$ cat src/rtl/core/square_matrix_multiply_core_assert.svh
// Assertion macros for the square matrix multiply core.
// Used by the top level; no other dependencies.
`ifndef SQUARE_MATRIX_MULTIPLY_CORE_ASSERT_SVH
`define SQUARE_MATRIX_MULTIPLY_CORE_ASSERT_SVH
`ifndef SYNTHESIS
`define SMM_ASSERT_CLK(lbl, clk, rstn, prop, msg) \
  lbl: assert property (@(posedge clk) disable iff (!rstn) prop) else $error(msg);
`define SMM_ASSERT(lbl, prop, msg) `SMM_ASSERT_CLK(lbl, clk_i, rst_ni, prop, msg)
`else
`define SMM_ASSERT_CLK(lbl, clk, rstn, prop, msg)
`define SMM_ASSERT(lbl, prop, msg)
`endif
`endif

$ cat src/rtl/core/smm_pkg.sv
// Shared types and constants for the square matrix multiply core.
// No dependencies.
package smm_pkg;

  localparam int IDX_W      = 3;
  localparam int ELEM_IN_W  = 16;
  localparam int PROD_W     = 32;
  localparam int SIZE_W     = 2;
  localparam int DIM_W      = 4;
  localparam int DIM_LIMIT  = 8;

  localparam logic [SIZE_W-1:0] SIZE_LOG2_RST = 2'd3;

  typedef struct packed {
    logic                 store_en;
    logic                 last;
    logic [IDX_W-1:0]     row;
    logic [IDX_W-1:0]     col;
    logic [ELEM_IN_W-1:0] a_elem;
    logic [ELEM_IN_W-1:0] b_elem;
  } load_item_t;

  typedef struct packed {
    logic valid;
    logic full;
  } queue_status_t;

endpackage

$ cat src/rtl/core/smm_queue.sv
// Two-entry queue of classified load items between front and back.
// Depends on smm_pkg.
module smm_queue (
  input  logic                  clk_i,
  input  logic                  rst_ni,
  input  logic                  push_i,
  input  smm_pkg::load_item_t   item_i,
  input  logic                  pop_i,
  output smm_pkg::load_item_t   item_o,
  output smm_pkg::queue_status_t status_o
);
  import smm_pkg::*;

  load_item_t  mem_q [2];
  logic        wr_ptr_q;
  logic        rd_ptr_q;
  logic [1:0]  count_q;

  always_ff @(posedge clk_i or negedge rst_ni) begin
    if (!rst_ni) begin
      wr_ptr_q <= 1'b0;
      rd_ptr_q <= 1'b0;
      count_q  <= 2'd0;
    end else begin
      if (push_i) begin
        wr_ptr_q <= ~wr_ptr_q;
      end
      if (pop_i) begin
        rd_ptr_q <= ~rd_ptr_q;
      end
      if (push_i && !pop_i) begin
        count_q <= count_q + 2'd1;
      end else if (pop_i && !push_i) begin
        count_q <= count_q - 2'd1;
      end
    end
  end

  always_ff @(posedge clk_i) begin
    if (push_i) begin
      mem_q[wr_ptr_q] <= item_i;
    end
  end

  assign item_o         = mem_q[rd_ptr_q];
  assign status_o.valid = (count_q != 2'd0);
  assign status_o.full  = (count_q == 2'd2);

endmodule

$ cat src/rtl/core/smm_front.sv
// Input side: accepts load items, classifies them and pushes them to the queue.
// Depends on smm_pkg.
module smm_front #(
  parameter int MAX_DIM = 8
) (
  input  logic                            in_valid_i,
  output logic                            in_stall_o,
  input  logic [smm_pkg::IDX_W-1:0]       row_i,
  input  logic [smm_pkg::IDX_W-1:0]       col_i,
  input  logic signed [smm_pkg::ELEM_IN_W-1:0] a_elem_i,
  input  logic signed [smm_pkg::ELEM_IN_W-1:0] b_elem_i,
  input  logic                            last_i,
  input  smm_pkg::queue_status_t          status_i,
  output logic                            push_o,
  output smm_pkg::load_item_t             item_o
);
  import smm_pkg::*;

  logic row_ok;
  logic col_ok;

  assign row_ok = (int'(row_i) < MAX_DIM);
  assign col_ok = (int'(col_i) < MAX_DIM);

  assign in_stall_o = status_i.full;
  assign push_o     = in_valid_i && !status_i.full;

  assign item_o.store_en = row_ok && col_ok;
  assign item_o.last     = last_i;
  assign item_o.row      = row_i;
  assign item_o.col      = col_i;
  assign item_o.a_elem   = $unsigned(a_elem_i);
  assign item_o.b_elem   = $unsigned(b_elem_i);

endmodule

$ cat src/rtl/core/smm_back.sv
// Execution side: element stores, read sequencer, multiply-accumulate pipe and
// output register. Depends on smm_pkg.
module smm_back #(
  parameter int MAX_DIM   = 8,
  parameter int ELEM_BITS = 16
) (
  input  logic                           clk_i,
  input  logic                           rst_ni,
  input  smm_pkg::queue_status_t         q_status_i,
  input  smm_pkg::load_item_t            q_item_i,
  output logic                           pop_o,
  input  logic [smm_pkg::SIZE_W-1:0]     size_log2_i,
  output logic                           out_valid_o,
  input  logic                           out_stall_i,
  output logic [smm_pkg::IDX_W-1:0]      out_row_o,
  output logic [smm_pkg::IDX_W-1:0]      out_col_o,
  output logic signed [smm_pkg::PROD_W-1:0] product_elem_o,
  output logic                           run_end_o
);
  import smm_pkg::*;

  localparam int MEM_DEPTH = MAX_DIM * MAX_DIM;
  localparam int ADDR_W    = (MEM_DEPTH > 1) ? $clog2(MEM_DEPTH) : 1;
  localparam int DIM_CAP   = (MAX_DIM < DIM_LIMIT) ? MAX_DIM : DIM_LIMIT;

  typedef enum logic [1:0] {
    ST_IDLE,
    ST_CALC,
    ST_DRAIN
  } state_e;

  state_e             state_q;
  logic [IDX_W-1:0]   i_q, j_q, k_q, dim_m1_q;
  logic               s1_v_q, s1_first_q, s1_last_q;
  logic               s2_v_q, s2_first_q, s2_last_q;
  logic               acc_done_q;
  logic               out_valid_q, out_end_q;
  logic [IDX_W-1:0]   out_row_q, out_col_q;
  logic [PROD_W-1:0]  out_prod_q;

  logic [ELEM_BITS-1:0] a_mem [MEM_DEPTH];
  logic [ELEM_BITS-1:0] b_mem [MEM_DEPTH];
  logic [ELEM_BITS-1:0] rd_a_q, rd_b_q;
  logic [PROD_W-1:0]    prod_q, acc_q;

  logic [DIM_W-1:0]   dim_raw, dim_sel;
  logic [IDX_W-1:0]   dim_m1_d;
  logic [ADDR_W-1:0]  wr_addr, rd_a_addr, rd_b_addr;
  logic               issue, k_last, out_free, load_out, elem_last;
  logic signed [PROD_W-1:0] a_ext, b_ext;

  assign dim_raw  = DIM_W'(1) << size_log2_i;
  assign dim_sel  = (dim_raw > DIM_W'(DIM_CAP)) ? DIM_W'(DIM_CAP) : dim_raw;
  assign dim_m1_d = IDX_W'(dim_sel - DIM_W'(1));

  assign wr_addr   = ADDR_W'(q_item_i.row) * ADDR_W'(MAX_DIM) + ADDR_W'(q_item_i.col);
  assign rd_a_addr = ADDR_W'(i_q) * ADDR_W'(MAX_DIM) + ADDR_W'(k_q);
  assign rd_b_addr = ADDR_W'(k_q) * ADDR_W'(MAX_DIM) + ADDR_W'(j_q);

  assign pop_o     = (state_q == ST_IDLE) && q_status_i.valid;
  assign issue     = (state_q == ST_CALC);
  assign k_last    = (k_q == dim_m1_q);
  assign out_free  = !out_valid_q || !out_stall_i;
  assign load_out  = (state_q == ST_DRAIN) && acc_done_q && out_free;
  assign elem_last = (i_q == dim_m1_q) && (j_q == dim_m1_q);

  assign a_ext = PROD_W'(signed'(rd_a_q));
  assign b_ext = PROD_W'(signed'(rd_b_q));

  always_ff @(posedge clk_i or negedge rst_ni) begin
    if (!rst_ni) begin
      state_q     <= ST_IDLE;
      i_q         <= '0;
      j_q         <= '0;
      k_q         <= '0;
      dim_m1_q    <= '0;
      s1_v_q      <= 1'b0;
      s1_first_q  <= 1'b0;
      s1_last_q   <= 1'b0;
      s2_v_q      <= 1'b0;
      s2_first_q  <= 1'b0;
      s2_last_q   <= 1'b0;
      acc_done_q  <= 1'b0;
      out_valid_q <= 1'b0;
      out_end_q   <= 1'b0;
      out_row_q   <= '0;
      out_col_q   <= '0;
      out_prod_q  <= '0;
    end else begin
      s1_v_q     <= issue;
      s1_first_q <= (k_q == '0);
      s1_last_q  <= k_last;
      s2_v_q     <= s1_v_q;
      s2_first_q <= s1_first_q;
      s2_last_q  <= s1_last_q;

      if (s2_v_q && s2_last_q) begin
        acc_done_q <= 1'b1;
      end else if (load_out) begin
        acc_done_q <= 1'b0;
      end

      if (load_out) begin
        out_valid_q <= 1'b1;
        out_row_q   <= i_q;
        out_col_q   <= j_q;
        out_prod_q  <= acc_q;
        out_end_q   <= elem_last;
      end else if (!out_stall_i) begin
        out_valid_q <= 1'b0;
      end

      case (state_q)
        ST_IDLE: begin
          if (pop_o && q_item_i.last) begin
            dim_m1_q <= dim_m1_d;
            i_q      <= '0;
            j_q      <= '0;
            k_q      <= '0;
            state_q  <= ST_CALC;
          end
        end
        ST_CALC: begin
          if (k_last) begin
            state_q <= ST_DRAIN;
          end else begin
            k_q <= k_q + IDX_W'(1);
          end
        end
        ST_DRAIN: begin
          if (load_out) begin
            k_q <= '0;
            if (elem_last) begin
              state_q <= ST_IDLE;
            end else begin
              state_q <= ST_CALC;
              if (j_q == dim_m1_q) begin
                j_q <= '0;
                i_q <= i_q + IDX_W'(1);
              end else begin
                j_q <= j_q + IDX_W'(1);
              end
            end
          end
        end
        default: begin
          state_q <= ST_IDLE;
        end
      endcase
    end
  end

  always_ff @(posedge clk_i) begin
    if (pop_o && q_item_i.store_en) begin
      a_mem[wr_addr] <= ELEM_BITS'(q_item_i.a_elem);
      b_mem[wr_addr] <= ELEM_BITS'(q_item_i.b_elem);
    end
    rd_a_q <= a_mem[rd_a_addr];
    rd_b_q <= b_mem[rd_b_addr];
    prod_q <= PROD_W'(a_ext * b_ext);
    if (s2_v_q) begin
      acc_q <= s2_first_q ? prod_q : acc_q + prod_q;
    end
  end

  assign out_valid_o    = out_valid_q;
  assign out_row_o      = out_row_q;
  assign out_col_o      = out_col_q;
  assign product_elem_o = signed'(out_prod_q);
  assign run_end_o      = out_end_q;

endmodule

$ cat src/rtl/core/square_matrix_multiply_core.sv
// Square matrix multiply core: loads A and B element by element, then streams
// C = A * B in row-major order. The back end pops load items from the two-entry
// queue while idle; the item marked last then starts a run in which each
// product element is formed by dim reads through one registered store port pair
// and one 32-bit multiply-accumulate, then passes the multiply, accumulate and
// output-register stages; output stalls hold the run. dim is 2**size_log2,
// capped at MAX_DIM and 8. Loads queue up while a run is in progress.
// Store entries never written since reset read back as arbitrary values.
// Depends on smm_pkg, smm_front, smm_queue, smm_back and the assertion header.
module square_matrix_multiply_core #(
  parameter int MAX_DIM   = 8,
  parameter int ELEM_BITS = 16
) (
  input  logic                                 clk_i,
  input  logic                                 rst_ni,
  input  logic                                 cfg_valid_i,
  output logic                                 cfg_ready_o,
  input  logic [smm_pkg::SIZE_W-1:0]           cfg_size_log2_i,
  input  logic                                 in_valid_i,
  output logic                                 in_stall_o,
  input  logic [smm_pkg::IDX_W-1:0]            row_i,
  input  logic [smm_pkg::IDX_W-1:0]            col_i,
  input  logic signed [smm_pkg::ELEM_IN_W-1:0] a_elem_i,
  input  logic signed [smm_pkg::ELEM_IN_W-1:0] b_elem_i,
  input  logic                                 last_i,
  output logic                                 out_valid_o,
  input  logic                                 out_stall_i,
  output logic [smm_pkg::IDX_W-1:0]            out_row_o,
  output logic [smm_pkg::IDX_W-1:0]            out_col_o,
  output logic signed [smm_pkg::PROD_W-1:0]    product_elem_o,
  output logic                                 run_end_o
);
  import smm_pkg::*;

  logic [SIZE_W-1:0] cfg_size_q;
  queue_status_t     q_status;
  load_item_t        front_item, q_item;
  logic              push, pop;

  assign cfg_ready_o = 1'b1;

  always_ff @(posedge clk_i or negedge rst_ni) begin
    if (!rst_ni) begin
      cfg_size_q <= SIZE_LOG2_RST;
    end else if (cfg_valid_i && cfg_ready_o) begin
      cfg_size_q <= cfg_size_log2_i;
    end
  end

  smm_front #(
    .MAX_DIM (MAX_DIM)
  ) u_front (
    .in_valid_i (in_valid_i),
    .in_stall_o (in_stall_o),
    .row_i      (row_i),
    .col_i      (col_i),
    .a_elem_i   (a_elem_i),
    .b_elem_i   (b_elem_i),
    .last_i     (last_i),
    .status_i   (q_status),
    .push_o     (push),
    .item_o     (front_item)
  );

  smm_queue u_queue (
    .clk_i    (clk_i),
    .rst_ni   (rst_ni),
    .push_i   (push),
    .item_i   (front_item),
    .pop_i    (pop),
    .item_o   (q_item),
    .status_o (q_status)
  );

  smm_back #(
    .MAX_DIM   (MAX_DIM),
    .ELEM_BITS (ELEM_BITS)
  ) u_back (
    .clk_i          (clk_i),
    .rst_ni         (rst_ni),
    .q_status_i     (q_status),
    .q_item_i       (q_item),
    .pop_o          (pop),
    .size_log2_i    (cfg_size_q),
    .out_valid_o    (out_valid_o),
    .out_stall_i    (out_stall_i),
    .out_row_o      (out_row_o),
    .out_col_o      (out_col_o),
    .product_elem_o (product_elem_o),
    .run_end_o      (run_end_o)
  );

`include "square_matrix_multiply_core_assert.svh"

  `SMM_ASSERT(a_run_end_diag, out_valid_o && run_end_o |-> out_row_o == out_col_o, "run end off diagonal")
  `SMM_ASSERT(a_out_in_dim, out_valid_o |-> ((out_row_o >> cfg_size_q) == 0) && ((out_col_o >> cfg_size_q) == 0), "product index beyond dimension")
  `SMM_ASSERT(a_queue_full_valid, q_status.full |-> q_status.valid, "queue full without entries")

endmodule
$ cat config.mk
export PLATFORM = sky130hd
export DESIGN_NAME = square_matrix_multiply_core
export DESIGN_NICKNAME = d
export VERILOG_FILES = /design/src/rtl/core/smm_pkg.sv /design/src/rtl/core/smm_queue.sv /design/src/rtl/core/smm_front.sv /design/src/rtl/core/smm_back.sv /design/src/rtl/core/square_matrix_multiply_core.sv
export VERILOG_INCLUDE_DIRS = /design/src /design/src/rtl/core
export SDC_FILE = /design/constraint.sdc
export NUM_CORES = 2
export LEC_CHECK = 0
export ABC_AREA = 1
export BUFFER_PORTS_ARGS = -buffer_cell sky130_fd_sc_hd__buf_2
export CORE_ASPECT_RATIO = 1.4
export CORE_UTILIZATION = 35
export DETAILED_ROUTE_END_ITERATION = 7
export PLACE_DENSITY = 0.6
export SLEW_MARGIN = 40
export SYNTH_ARGS = -nofsm -noshare
export SYNTH_HDL_FRONTEND = slang
export SYNTH_SLANG_ARGS = --single-unit
$ cat constraint.sdc
create_clock -name clk_i -period 6.6 [get_ports clk_i]
set_input_delay 0.66 -clock clk_i [delete_from_list [all_inputs] [get_ports clk_i]]
set_output_delay 0.66 -clock clk_i [all_outputs]
set_load 0.02 [all_outputs]
==> summary.md <==
| Metric | Value |
|---|---|
| Worst R2R Start | u_back.rd_a_q[7]$_DFF_P_ |
| Average cell area after synthesis | 11.1 sq um |
| Fin nets | about 9.7k |
| RSZ-0062 raised after global routing | no |
| Crit share post-route | 91.9% |
| Fin Clk Skew | between 0.07 and 0.08 ns |
| Worst setup SP type | register |
| Register-to-Register Path Depth | 20 |
| Initial Util | a little over a third |
| Reg2reg setup slack | 0.53 ns |
| Antenna-violating nets left | 0 |
| H-tree level count | 4 |
| Fraction of layout cells with a size suffix above 1 | 7.71% |
| Setup crit end | u_back.prod_q[20]$_DFF_P_ |
| Worst rel slew slack | 31.3% |
| Top sig layer | met5 |
| Root Driver | clkbuf_16 |
| Total number of vias | approximately 70k |
| Placed cell areas | roughly 110000 sq um |
| Slew Limit Fails | 0 |
| Area of the core | between 200000 and 300000 sq um |
| Crit path max fanout | 16 |
| Sequential Area | a little under 70000 sq um |
| Commonest cells post-synth | 2999 x nand2_1, 2158 x edfxtp_1, 1865 x nand3_1 |
| Post-layout min period | 6.07 ns |
| WP data required | about 7.4 ns |
| Fin Setup TNS | 0 ns |
| Worst-Skew Late Latency | ~0.9 ns |
| Final setup viols | 0 |
| Hold path start | cfg_valid_i |
| FP Rows | between 200 and 250 |
| Worst path cell trace | nand2_1 > fa_1 > inv_1 > fa_1 > inv_1 > fa_1 > inv_1 > fa_1 > fa_1 > inv_1 > fa_1 > inv_1 > ha_1 > nand2_1 > inv_1 > nand2_1 > nor2_1 > nand4_1 > nand3b_1 > xor2_1 |
| Die H | around 640 um |
| Cell area after layout | 116000 sq um |
| Crit path DAT | between 6 and 7 ns |
| Drt first pass iters | 6 |
| Area leader, netlist | edfxtp_1 |
| Global-route total usage across every layer | about 20% |
| Routed Wire Length | roughly 300000 um |
| Critical-path top delay cell | dfxtp_1 |
| Fmax | around 160 MHz |
| Vias in the first global route | approximately 69k |
| Post-synthesis sequential area ratio | roughly two thirds |
| Post-synth top area share | 62.8% |
| DPL Wire Length | roughly 180000 um |
| Post-CTS setup buffer count | 0 |
| Die area | between 200000 and 300000 sq um |
| WL per Instance | 22.6 um |
| Port bufs | 86 |
| Ys flop type | edfxtp_1 |
| Max_cap viols | 0 |
| # resized after CTS | 0 |
| Via density | roughly 5.2 |
| Total grt overflow | 0 |
| M1 WL | 116000 um |
| First-pass GRT wire length | ~450000 um |
| Clk slew on worst S/H paths | about 0.060 ns |
| EDFF count, synth | approximately 2.2k |
| Worst hold path type | in -> reg |
| Worst setup EP type | register |
| Syn nets | between 9k and 10k |
| Largest net degree at the start of global routing | about 190 |
| Count leader, synth | nand2_1 |
| Synth cell types | 38 |
| Top cells by area, synth | edfxtp_1 63%, nand2_1 11%, nand3_1 9.0% |
| Outcome | finished clean |
| CTS sink count | about 2.3k |
| Critical path class | reg -> reg |
| Met3 wire length | 19600 um |
| RR Endpoint | u_back.prod_q[20]$_DFF_P_ |
| Global placer's final weighted congestion | roughly 0.9 |
| Worst Setup SP | u_back.rd_a_q[7]$_DFF_P_ |
| Area of the multi-input gates | a little over 30000 sq um |
| Initial DRC count | 7114 |
| Chip Width | 461 um |
| Synthesis-to-layout area growth | 12.6% |
| Synth Register Bits | between 2k and 2.5k |
| Worst slew pin tran | 1.03 ns |
| Cells after Synth | 9277 |
| Total CTS buffers | between 200 and 250 |
| DRC viols | 0 |
| Initial antenna violation count | 13 |
| Fillers | around 28k |
| Worst path max stage delay | ~0.82 ns |
| Met2 wire len | 150000 um |
| Clock buffer depth | 4 |
| Hold-fix buffers at CTS | 40 |
| Post-Synthesis Cell Area | ~100000 sq um |
| Clock tree from TritonCTS | done |
| Endpoints failing hold | 0 |
| Number of warnings issued by yosys | 0 |
| Async set-reset flop share out of synthesis | ~2.9% |
| I/O pin count | 88 |
==> worst max-delay path, delay by kind of cell, from the launching register on <==
family        cells  cell delay [ns]
xor+xnor          1             0.15
fa+ha+maj         7             3.34
buf+inv           6             0.35
flops             1             0.82
simple gates      6             1.29
==> stage by stage <==
| step | util, % | std cells | worst slack (ns) | hold WS [ns] |
|---|---|---|---|---|
| after CTS | 39.6 | 13400 | 0.495 | 0.0581 |
| after detailed placement | 37.0 | 12900 | 0.452 | 0.336 |
| after global placement | 36.9 | 12900 | 0.495 | 0.334 |
| after global routing | 39.7 | 13400 | 0.122 | 0.0725 |
| final | 39.7 | 13400 | 0.534 | 0.110 |
| after floorplan | - | 9277 | 1.08 | 0.331 |
==> how the worst min path moves through the flow <==
stage          slack [ns]  cells after the start                           to
6_report             0.11                      2    cfg_size_q[0]$_DFFE_PN1P_
5_1_grt              0.07                      2    cfg_size_q[0]$_DFFE_PN1P_
4_1_cts              0.06                      2    cfg_size_q[0]$_DFFE_PN1P_
3_5_place_dp         0.34                      0   u_back.s2_last_q$_DFF_PN0_
3_3_place_gp         0.33                      0   u_back.s2_last_q$_DFF_PN0_
2_1_floorplan        0.33                      0  u_back.s2_first_q$_DFF_PN0_
==> cells in the final DEF (no fill, tap or decap), types with 20 or more instances in the layout <==
cell,count
a21oi_1,116
buf_12,22
buf_2,85
buf_4,137
bufinv_16,20
clkbuf_1,46
clkbuf_16,228
clkinv_1,45
clkinv_2,46
dfrtp_1,57
dfxtp_1,64
dlygate4sd3_1,40
edfxtp_1,2158
fa_1,263
ha_1,118
inv_1,625
mux2_2,30
nand2_1,2999
nand3_1,1864
nor2_1,96
nor2_4,66
o211ai_1,33
o21ai_0,85
xor2_1,27
==> per-layer routing <==
layer | up-vias | global-route usage, %
li1 | 31600 | -
met1 | 34400 | 24.3
met2 | 2748 | 34.9
met3 | 650 | 2.40
met4 | 8 | 10.5
met5 | - | 0
==> cell families after synthesis <==
group / synth area share [%]
AOI/OAI and AO/OA: 1.43
muxes: 0.349
other: 0.00363
buffers and inverters: 4.68
and+or+nand+nor: 21.0
adders and majority gates: 6.53
xor gates and xnor gates: 0.365
DFF: 65.7
==> cell type report <==
class	instances	share of cell area, %
flip-flops and latches	2289	58.3
diodes	8	0.0172
clock inverters	127	1.02
multi-input cells	5824	26.8
well taps	3910	4.21
clock buffers	277	5.07
repair buffers	313	2.42
inverters	638	2.10
==> flip-flops by register name (all words and copies together) (netlist names), 16 cells and up <==
register               count
u_back.b_mem            1024
u_queue.mem_q             78
u_back.prod_q             32
u_back.acc_q              32
u_back.product_elem_o     32
u_back.rd_a_q             16
u_back.a_mem            1024
u_back.rd_b_q             16
Power is left out: the tool's default activity adds up to more than one toggle a clock period on the data nets, which glitch-free logic cannot reach.
